==> src/sv/arp_cache_with_request_retry_defines.svh <==
// Assertion macros shared by the ARP cache block.
// Depends on nothing; included by the top level only.
`ifndef ARP_CACHE_WITH_REQUEST_RETRY_DEFINES_SVH
`define ARP_CACHE_WITH_REQUEST_RETRY_DEFINES_SVH

// Checks that an implication holds on every clock edge outside reset.
`define ARPC_ASSERT(label, clk, rst, prop, msg) \
  label: assert property (@(posedge clk) disable iff (rst) prop) else $error(msg);

// Checks an implication, including the cycles spent in reset.
`define ARPC_ASSERT_ALWAYS(label, clk, prop, msg) \
  label: assert property (@(posedge clk) prop) else $error(msg);

`endif

==> src/sv/arpc_pkg.sv <==
// Shared types and constants for the ARP cache with request retry.
// Used by every module of the block; depends on nothing.
package arpc_pkg;

  localparam int CacheEntriesDefault   = 16;
  localparam int RequestEntriesDefault = 16;
  localparam logic [15:0] TimeoutReset  = 16'd15;
  localparam logic [2:0]  MaxTriesReset = 3'd5;

  typedef enum logic [1:0] {
    KIND_LOOKUP = 2'd0,
    KIND_INSERT = 2'd1,
    KIND_QUEUE  = 2'd2,
    KIND_TICK   = 2'd3
  } kind_t;

  typedef enum logic [2:0] {
    RES_LOOKUP = 3'd0,
    RES_INSERT = 3'd1,
    RES_QUEUE  = 3'd2,
    RES_SEND   = 3'd3,
    RES_GIVEUP = 3'd4,
    RES_DONE   = 3'd5
  } res_kind_t;

  localparam logic CFG_TIMEOUT  = 1'b0;
  localparam logic CFG_MAXTRIES = 1'b1;

  typedef struct packed {
    logic [1:0]  kind;
    logic [31:0] ip_addr;
    logic [47:0] mac_addr;
  } in_item_t;

  typedef struct packed {
    logic [2:0]  result_kind;
    logic        hit;
    logic        pending_found;
    logic [47:0] out_mac;
    logic [31:0] out_ip;
    logic [2:0]  tries_done;
    logic        last;
  } out_item_t;

  typedef enum logic [2:0] {
    ST_IDLE,
    ST_REQ_SCAN,
    ST_CACHE_SCAN,
    ST_EXPIRE,
    ST_REQ_SWEEP,
    ST_EMIT
  } eng_state_t;

  // Handshake between the front queue and the engine.
  typedef struct packed {
    logic     valid;
    in_item_t item;
  } cmd_t;

endpackage

==> src/sv/arpc_front.sv <==
// Front part: accepts items and holds them in a two-entry queue.
// Depends on arpc_pkg.
module arpc_front (
  input  logic               clk,
  input  logic               rst,
  input  logic               push,
  output logic               full,
  input  arpc_pkg::in_item_t in_item,
  output arpc_pkg::cmd_t     cmd,
  input  logic               take
);

  arpc_pkg::in_item_t slots [2];
  logic               wr_ptr;
  logic               rd_ptr;
  logic [1:0]         count;
  logic               do_push;
  logic               do_pop;

  assign full    = (count == 2'd2);
  assign do_push = push && !full;
  assign do_pop  = take && (count != 2'd0);
  assign cmd.valid = (count != 2'd0);
  assign cmd.item  = slots[rd_ptr];

  always_ff @(posedge clk) begin
    if (do_push) begin
      slots[wr_ptr] <= in_item;
    end
    if (rst) begin
      wr_ptr <= 1'b0;
      rd_ptr <= 1'b0;
      count  <= 2'd0;
    end else begin
      if (do_push) wr_ptr <= ~wr_ptr;
      if (do_pop) rd_ptr <= ~rd_ptr;
      count <= count + {1'b0, do_push} - {1'b0, do_pop};
    end
  end

endmodule

==> src/sv/arpc_engine.sv <==
// Back part: owns the cache and request tables and walks them one slot a cycle,
// holding while the result queue is full. Depends on arpc_pkg; results go to the output queue.
module arpc_engine #(
  parameter int CACHE_ENTRIES   = arpc_pkg::CacheEntriesDefault,
  parameter int REQUEST_ENTRIES = arpc_pkg::RequestEntriesDefault
) (
  input  logic                clk,
  input  logic                rst,
  input  arpc_pkg::cmd_t      cmd,
  output logic                take,
  input  logic [15:0]         timeout,
  input  logic [2:0]          max_tries,
  output logic                res_valid,
  output arpc_pkg::out_item_t res_item,
  input  logic                res_room
);

  localparam int CW = (CACHE_ENTRIES > 1) ? $clog2(CACHE_ENTRIES) : 1;
  localparam int RW = (REQUEST_ENTRIES > 1) ? $clog2(REQUEST_ENTRIES) : 1;

  logic [CACHE_ENTRIES-1:0]   e_valid;
  logic [31:0]                e_ip    [CACHE_ENTRIES];
  logic [47:0]                e_mac   [CACHE_ENTRIES];
  logic [31:0]                e_added [CACHE_ENTRIES];
  logic [REQUEST_ENTRIES-1:0] r_valid;
  logic [31:0]                r_ip    [REQUEST_ENTRIES];
  logic [2:0]                 r_tries [REQUEST_ENTRIES];

  logic [31:0] now_seconds;

  arpc_pkg::eng_state_t state, state_next;
  arpc_pkg::in_item_t   cur;
  logic [CW-1:0] cidx;
  logic [RW-1:0] ridx;

  // Scan results.
  logic          pend;
  logic [RW-1:0] pend_idx;
  logic          rfree;
  logic [RW-1:0] rfree_idx;
  logic          chit;
  logic [47:0]   cmac;
  logic          cfree;
  logic [CW-1:0] cfree_idx;

  logic cidx_end;
  logic ridx_end;
  logic r_match;
  logic c_match;
  logic aged;
  logic give_up;
  logic [2:0] tries_inc;
  logic [31:0] age;

  assign cidx_end  = ({{(32-CW){1'b0}}, cidx} == 32'(CACHE_ENTRIES - 1));
  assign ridx_end  = ({{(32-RW){1'b0}}, ridx} == 32'(REQUEST_ENTRIES - 1));
  assign r_match   = r_valid[ridx] && (r_ip[ridx] == cur.ip_addr);
  assign c_match   = e_valid[cidx] && (e_ip[cidx] == cur.ip_addr);
  assign age       = now_seconds - e_added[cidx];
  assign aged      = e_valid[cidx] && (age > {16'd0, timeout});
  assign give_up   = r_tries[ridx] >= max_tries;
  assign tries_inc = r_tries[ridx] + 3'd1;

  always_comb begin
    state_next = state;
    unique case (state)
      arpc_pkg::ST_IDLE: begin
        if (cmd.valid) begin
          unique case (arpc_pkg::kind_t'(cmd.item.kind))
            arpc_pkg::KIND_LOOKUP: state_next = arpc_pkg::ST_CACHE_SCAN;
            arpc_pkg::KIND_TICK:   state_next = arpc_pkg::ST_EXPIRE;
            default:               state_next = arpc_pkg::ST_REQ_SCAN;
          endcase
        end
      end
      arpc_pkg::ST_REQ_SCAN: begin
        if (ridx_end) begin
          state_next = (cur.kind == arpc_pkg::KIND_INSERT) ?
                       arpc_pkg::ST_CACHE_SCAN : arpc_pkg::ST_EMIT;
        end
      end
      arpc_pkg::ST_CACHE_SCAN: if (cidx_end) state_next = arpc_pkg::ST_EMIT;
      arpc_pkg::ST_EXPIRE:     if (cidx_end) state_next = arpc_pkg::ST_REQ_SWEEP;
      arpc_pkg::ST_REQ_SWEEP: begin
        if (ridx_end && (!r_valid[ridx] || res_room)) state_next = arpc_pkg::ST_EMIT;
      end
      arpc_pkg::ST_EMIT:       if (res_room) state_next = arpc_pkg::ST_IDLE;
      default:                 state_next = arpc_pkg::ST_IDLE;
    endcase
  end

  always_comb begin
    take      = (state == arpc_pkg::ST_IDLE) && cmd.valid;
    res_valid = 1'b0;
    res_item  = '0;
    unique case (state)
      arpc_pkg::ST_REQ_SWEEP: begin
        res_valid           = r_valid[ridx];
        res_item.out_ip     = r_ip[ridx];
        res_item.result_kind = give_up ? arpc_pkg::RES_GIVEUP : arpc_pkg::RES_SEND;
        res_item.tries_done = give_up ? r_tries[ridx] : tries_inc;
      end
      arpc_pkg::ST_EMIT: begin
        res_valid     = 1'b1;
        res_item.last = 1'b1;
        unique case (arpc_pkg::kind_t'(cur.kind))
          arpc_pkg::KIND_LOOKUP: begin
            res_item.result_kind = arpc_pkg::RES_LOOKUP;
            res_item.hit         = chit;
            res_item.out_mac     = chit ? cmac : 48'd0;
          end
          arpc_pkg::KIND_INSERT: begin
            res_item.result_kind   = arpc_pkg::RES_INSERT;
            res_item.hit           = cfree;
            res_item.pending_found = pend;
            res_item.out_ip        = cur.ip_addr;
            res_item.tries_done    = pend ? r_tries[pend_idx] : 3'd0;
          end
          arpc_pkg::KIND_QUEUE: begin
            res_item.result_kind   = arpc_pkg::RES_QUEUE;
            res_item.hit           = pend || rfree;
            res_item.pending_found = pend;
            res_item.out_ip        = cur.ip_addr;
            res_item.tries_done    = pend ? r_tries[pend_idx] : 3'd0;
          end
          default: res_item.result_kind = arpc_pkg::RES_DONE;
        endcase
      end
      default: ;
    endcase
  end

  always_ff @(posedge clk) begin
    if (take) cur <= cmd.item;
    unique case (state)
      arpc_pkg::ST_REQ_SWEEP: begin
        if (r_valid[ridx] && res_room && !give_up) r_tries[ridx] <= tries_inc;
      end
      arpc_pkg::ST_EMIT: begin
        if (res_room && cur.kind == arpc_pkg::KIND_INSERT && cfree) begin
          e_ip[cfree_idx]    <= cur.ip_addr;
          e_mac[cfree_idx]   <= cur.mac_addr;
          e_added[cfree_idx] <= now_seconds;
        end
        if (res_room && cur.kind == arpc_pkg::KIND_QUEUE && !pend && rfree) begin
          r_ip[rfree_idx]    <= cur.ip_addr;
          r_tries[rfree_idx] <= 3'd0;
        end
      end
      default: ;
    endcase

    if (rst) begin
      state       <= arpc_pkg::ST_IDLE;
      e_valid     <= '0;
      r_valid     <= '0;
      now_seconds <= '0;
      cidx        <= '0;
      ridx        <= '0;
      pend        <= 1'b0;
      pend_idx    <= '0;
      rfree       <= 1'b0;
      rfree_idx   <= '0;
      chit        <= 1'b0;
      cmac        <= '0;
      cfree       <= 1'b0;
      cfree_idx   <= '0;
    end else begin
      state <= state_next;
      unique case (state)
        arpc_pkg::ST_IDLE: begin
          cidx  <= '0;
          ridx  <= '0;
          pend  <= 1'b0;
          rfree <= 1'b0;
          chit  <= 1'b0;
          cfree <= 1'b0;
          if (take && cmd.item.kind == arpc_pkg::KIND_TICK) now_seconds <= now_seconds + 32'd1;
        end
        arpc_pkg::ST_REQ_SCAN: begin
          // The first valid match is the one the table knows.
          if (r_match && !pend) begin
            pend     <= 1'b1;
            pend_idx <= ridx;
          end
          if (!r_valid[ridx] && !rfree) begin
            rfree     <= 1'b1;
            rfree_idx <= ridx;
          end
          ridx <= ridx_end ? '0 : ridx + RW'(1);
        end
        arpc_pkg::ST_CACHE_SCAN: begin
          if (c_match) begin
            chit <= 1'b1;
            cmac <= e_mac[cidx];
          end
          if (!e_valid[cidx] && !cfree) begin
            cfree     <= 1'b1;
            cfree_idx <= cidx;
          end
          cidx <= cidx_end ? '0 : cidx + CW'(1);
        end
        arpc_pkg::ST_EXPIRE: begin
          if (aged) e_valid[cidx] <= 1'b0;
          cidx <= cidx_end ? '0 : cidx + CW'(1);
        end
        arpc_pkg::ST_REQ_SWEEP: begin
          if (!r_valid[ridx] || res_room) begin
            if (r_valid[ridx] && give_up) r_valid[ridx] <= 1'b0;
            ridx <= ridx_end ? '0 : ridx + RW'(1);
          end
        end
        arpc_pkg::ST_EMIT: begin
          if (res_room) begin
            if (cur.kind == arpc_pkg::KIND_INSERT) begin
              if (pend) r_valid[pend_idx] <= 1'b0;
              if (cfree) e_valid[cfree_idx] <= 1'b1;
            end
            if (cur.kind == arpc_pkg::KIND_QUEUE && !pend && rfree) begin
              r_valid[rfree_idx] <= 1'b1;
            end
          end
        end
        default: ;
      endcase
    end
  end

endmodule

==> src/sv/arpc_outq.sv <==
// Result queue: two entries that part the engine from the consumer.
// Depends on arpc_pkg.
module arpc_outq (
  input  logic                clk,
  input  logic                rst,
  input  logic                wr,
  input  arpc_pkg::out_item_t wr_item,
  output logic                room,
  output logic                empty,
  input  logic                pop,
  output arpc_pkg::out_item_t rd_item
);

  arpc_pkg::out_item_t slots [2];
  logic       wr_ptr;
  logic       rd_ptr;
  logic [1:0] count;
  logic       do_wr;
  logic       do_rd;

  assign room    = (count != 2'd2);
  assign empty   = (count == 2'd0);
  assign do_wr   = wr && room;
  assign do_rd   = pop && !empty;
  assign rd_item = slots[rd_ptr];

  always_ff @(posedge clk) begin
    if (do_wr) slots[wr_ptr] <= wr_item;
    if (rst) begin
      wr_ptr <= 1'b0;
      rd_ptr <= 1'b0;
      count  <= 2'd0;
    end else begin
      if (do_wr) wr_ptr <= ~wr_ptr;
      if (do_rd) rd_ptr <= ~rd_ptr;
      count <= count + {1'b0, do_wr} - {1'b0, do_rd};
    end
  end

endmodule

==> src/sv/arp_cache_with_request_retry.sv <==
// ARP cache with entry aging and request retry. Items enter through a two-entry
// queue; one engine walks the tables a slot per cycle, holding while the result queue
// is full. A lookup scans the cache table, an insert the request table and then the
// cache table, a queue item the request table, and a tick ages the cache table and
// then sweeps the request table. Results leave through a two-entry queue.
// Depends on arpc_pkg and the defines header.
`include "arp_cache_with_request_retry_defines.svh"
module arp_cache_with_request_retry #(
  parameter int CACHE_ENTRIES   = arpc_pkg::CacheEntriesDefault,
  parameter int REQUEST_ENTRIES = arpc_pkg::RequestEntriesDefault
) (
  input  logic                clk,
  input  logic                rst,
  input  logic                push,
  output logic                full,
  input  arpc_pkg::in_item_t  in_item,
  output logic                empty,
  input  logic                pop,
  output arpc_pkg::out_item_t out_item,
  input  logic                cfg_we,
  input  logic                cfg_index,
  input  logic [15:0]         cfg_data
);

  logic [15:0] timeout;
  logic [2:0]  max_tries;
  arpc_pkg::cmd_t      cmd;
  logic                take;
  logic                res_valid;
  arpc_pkg::out_item_t res_item;
  logic                res_room;

  always_ff @(posedge clk) begin
    if (rst) begin
      timeout   <= arpc_pkg::TimeoutReset;
      max_tries <= arpc_pkg::MaxTriesReset;
    end else if (cfg_we) begin
      if (cfg_index == arpc_pkg::CFG_TIMEOUT) timeout <= cfg_data;
      if (cfg_index == arpc_pkg::CFG_MAXTRIES) max_tries <= cfg_data[2:0];
    end
  end

  arpc_front u_front (
    .clk, .rst, .push, .full, .in_item, .cmd, .take
  );

  arpc_engine #(
    .CACHE_ENTRIES(CACHE_ENTRIES),
    .REQUEST_ENTRIES(REQUEST_ENTRIES)
  ) u_engine (
    .clk, .rst, .cmd, .take, .timeout, .max_tries,
    .res_valid, .res_item, .res_room
  );

  arpc_outq u_outq (
    .clk, .rst, .wr(res_valid), .wr_item(res_item), .room(res_room),
    .empty, .pop, .rd_item(out_item)
  );

  `ARPC_ASSERT(a_take_valid, clk, rst, take |-> cmd.valid, "engine took from an empty queue")
  `ARPC_ASSERT(a_res_room, clk, rst, (res_valid && !res_room) |=> $stable(res_item), "result changed while stalled")
  `ARPC_ASSERT_ALWAYS(a_reset_empty, clk, rst |=> empty, "result queue not empty after reset")

endmodule

==> config.mk <==
export PLATFORM = sky130hd
export DESIGN_NAME = arp_cache_with_request_retry
export DESIGN_NICKNAME = d
export VERILOG_FILES = /design/src/sv/arpc_pkg.sv /design/src/sv/arpc_front.sv /design/src/sv/arpc_engine.sv /design/src/sv/arpc_outq.sv /design/src/sv/arp_cache_with_request_retry.sv
export VERILOG_INCLUDE_DIRS = /design/src /design/src/sv
export SDC_FILE = /design/constraint.sdc
export NUM_CORES = 2
export LEC_CHECK = 0
export BUFFER_PORTS_ARGS = -buffer_cell sky130_fd_sc_hd__buf_2
export CAP_MARGIN = 20
export CORE_MARGIN = 5
export CORE_UTILIZATION = 50
export CTS_BUF_LIST = sky130_fd_sc_hd__clkbuf_8
export CTS_CLUSTER_DIAMETER = 60
export CTS_CLUSTER_SIZE = 30
export DETAILED_ROUTE_END_ITERATION = 10
export HOLD_SLACK_MARGIN = 0.15
export PLACE_DENSITY_LB_ADDON = 0.3
export RECOVER_POWER = 100
export SYNTH_ARGS = -nofsm -noshare
export SYNTH_HDL_FRONTEND = slang
export SYNTH_SLANG_ARGS = --single-unit
==> constraint.sdc <==
create_clock -name clk -period 9.2 [get_ports clk]
set_input_delay 0.46 -clock clk [delete_from_list [all_inputs] [get_ports clk]]
set_output_delay 0.46 -clock clk [all_outputs]
set_load 0.005 [all_outputs]
==> results.txt <==
----------------------------------------------------
[Outcome]
  Result of the run ... finished, violations left
  Violated checks ... max-capacitance violations, max-slew violations

[Detailed routing]
  WL/cell ... 28.8 um
  Vias ... 55186
  DRC violations left ... 0
  Number of DRC markers in iteration 0 ... 6213
  Drt total wl ... 260000 um
  Vias/cell ... 6.10
  First-pass DRT Iterations ... 5
  DRT antenna net count ... 0

[Global route]
  Initial antenna violation count ... 13
  Via count of the first global-routing pass ... 56500
  Overall Global Routing Usage ... 21.7%
  Wire length of the first global-routing pass ... 381000 um
  Pin count of the biggest net entering global routing ... 118
  Aggregate global routing overflow ... 0

[Timing]
  Hold violation total from the final report ... 0
  Unrepaired setup endpoints after global routing ... no
  Minimum clock period after layout ... 7830 ps
  Total setup violations reported at the end of the flow ... 0
  Fmax ... 128 MHz
  Pin slew with the least headroom to its limit ... 4770 ps
  Skew final ... 91.3 ps
  Number of max-slew violations in the final report ... 3838
  Final period utilization ... 85.1%
  Max_slew headroom ... -218%
  Post-Route Setup TNS ... 0 ps

[Synthesis]
  Average size of a mapped cell ... 21.2 um^2
  Yosys cell types ... 68
  Number of enable-type register cells in the synthesized netlist ... 2776
  Synthesized net count ... 5597
  Most frequently used flop master after synthesis ... edfxtp_1
  Gate count after technology mapping ... 5420
  Proportion of synthesized chip area in sequential cells ... 75.7%
  Register bit total from synthesis ... 2956
  Cell Area, Synth ... 115000 um^2
  Number of warnings printed during yosys synthesis ... 0
  Async set-or-reset flop fraction in the synthesized netlist ... 0%

[Worst setup path]
  Worst Setup Path Type ... reg -> reg
  Element type at the critical path end ... register
  Worst endpoint required time ... 9700 ps
  Category of the worst setup path launch point ... register
  Crit-path max FO ... 100
  Arr. time, crit path ... 8330 ps

[Floorplanning]
  Starting density of the core ... 50.1%
  Area of the die ... 240000 um^2
  Area inside the core boundary ... 229000 um^2
  Height of the die ... 489 um
  Die width ... 489 um
  Core Rows ... 176
  Top-Level Pins ... 195

[Layout]
  Nets@finish ... 6046
  Fraction of final layout cells with drive strength greater than 1 ... 23.0%
  Post-layout instance area ... 126000 um^2
  Commonest non-fill, non-tap cells in the layout ... edfxtp_1 (2776), mux4_2 (747), dlygate4sd3_1 (225)
  Most frequent standard cell in the layout excluding fill and tap cells ... edfxtp_1
  Signed area change from the synthesized netlist to the final layout ... 9.50%

[CTS]
  Clock transition at the register clock pins on the worst setup and hold paths after CTS ... 130 ps
  Setup fix buffers added after clock tree synthesis ... 0
  Sink Count ... 2956
  Master cell of the clock root buffer ... clkbuf_8
  CTS Buffer Depth ... 3
  Clock latency reported for the late side of the worst-skew pair ... 1040 ps
  Inserted Clock Buffers ... 167
  H-tree lvl count ... 4
  Clock tree from TritonCTS ... yes

[Pwr]
  VDD IR-drop max ... 0.000217 V
  Total power of the final layout ... 28.1 mW
  Power density of the placed cells ... 223 nW/um^2
  Static leakage power ... 38.7 nW

[Placed design]
  Count of buffers from port buffering ... 194
  Post-placement cell area ... 120000 um^2
  Hpwl dp ... 132000 um
  GP Congestion ... 0.865

[Flow run]
  Maxcap violations ... 93

[Worst hold path]
  Type of the tightest min-delay check ... in -> reg

----------------------------------------------------
[metrics by stage]
step                      hold slack, ps  std cells  worst slack [ps]  utilization [%]
after global placement               447       8499              1890             52.3
final                                357       9044              1370             54.8
after detailed placement             450       8499              1680             52.3
after CTS                            184       9037              1620             55.1
after floorplan                      435       5420              1840                -
after global routing                 290       9044               898             54.8
[what timing repair did]
item / in CTS / in global routing
endpoints found under the hold margin: 241 / 0
resized for setup: 0 / 0
hold buffers: 225 / 0
[flip-flops by register name, indices dropped and copies added (netlist names), 16 cells and up, named ones only]
| signal | count |
|---|---|
| timeout | 16 |
| u_engine.cmac | 48 |
| u_engine.cur | 82 |
| u_engine.e_added | 512 |
| u_engine.e_ip | 512 |
| u_engine.e_mac | 768 |
| u_engine.e_valid | 16 |
| u_engine.now_seconds | 32 |
| u_engine.r_ip | 512 |
| u_engine.r_tries | 48 |
| u_engine.r_valid | 16 |
| u_front.slots | 164 |
| u_outq.slots | 178 |
[synth_stat cells (all sizes together) (6+ instances only)]
cell type / instances / share of area, %
nand2b: 17 / 0.093
or3: 12 / 0.065
and3: 16 / 0.087
nor2: 215 / 0.70
ha: 72 / 0.78
nand3: 33 / 0.14
a32oi: 19 / 0.14
a211o: 6 / 0.046
mux4: 747 / 15
o21ai: 68 / 0.30
a21o: 11 / 0.072
xor2: 53 / 0.40
nand3b: 6 / 0.039
a31oi: 7 / 0.038
a21oi: 97 / 0.42
o21a: 8 / 0.052
mux2: 180 / 1.8
and2: 55 / 0.30
nand2: 146 / 0.48
edfxtp: 2776 / 73
a22o: 22 / 0.17
clkbuf: 168 / 0.55
mux2i: 81 / 0.71
nor2b: 21 / 0.11
a211oi: 23 / 0.15
xnor2: 65 / 0.50
o22ai: 7 / 0.038
inv: 97 / 0.32
dfxtp: 180 / 3.1
nor3: 19 / 0.083
buf: 90 / 0.42
nand4: 23 / 0.13
nor4: 11 / 0.060
[cell type report]
cell class | instances | area [um^2]
Antenna cell | 5 | 12.5
Clock buffer | 170 | 2340
Clock inverter | 143 | 1980
Fill cell | 17141 | 104000
Inverter | 99 | 372
Multi-Input combinational cell | 2107 | 26500
Sequential cell | 2956 | 87000
Tap cell | 3026 | 3790
Timing Repair Buffer | 538 | 3850
[worst max-delay path: stages, from the launching register on]
cell      delay [ps]
dfxtp_1          630
nor2b_1          330
nand2_1          500
nor3_1           870
nand3b_1         310
nor2_1          1440
clkbuf_2        3120
[power breakdown]
part           internal [mW]  leakage [nW]  switching [mW]
clock network           2.45          2.14            4.60
registers               16.0          26.6           0.571
logic                   1.94          9.91            2.52
[worst paths after layout]
check	from	end	slack, ps	cells past startpoint
worst min register to register	max_tries[2]	max_tries[2]	490	1
worst max-delay path	u_engine.state[0]	u_engine.e_mac[10][8]	1370	6
worst max register to register	u_engine.state[0]	u_engine.e_mac[10][8]	1370	6
worst min-delay path	in_item[43]	u_front.slots[0][43]	360	2
[routing by layer]
metal	GRT usage, %	wire length (um)	part of all wire [%]
met1	31.3	107000	41
met2	35.9	128000	49
met3	3.14	19000	7.3
met4	4.69	5750	2.2
met5	0	13	0.0050
[kinds of logic after synthesis]
group,after synthesis,share of synthesized area [%]
adders and majority gates,73,0.801
and+or+nand+nor,594,2.42
AOI/OAI and AO/OA,314,1.80
DFF,2956,75.7
buffers and inverters,357,1.29
muxes,1008,17.1
xor gates and xnor gates,118,0.899
No activity file was read; power rests on OpenSTA's default activity.
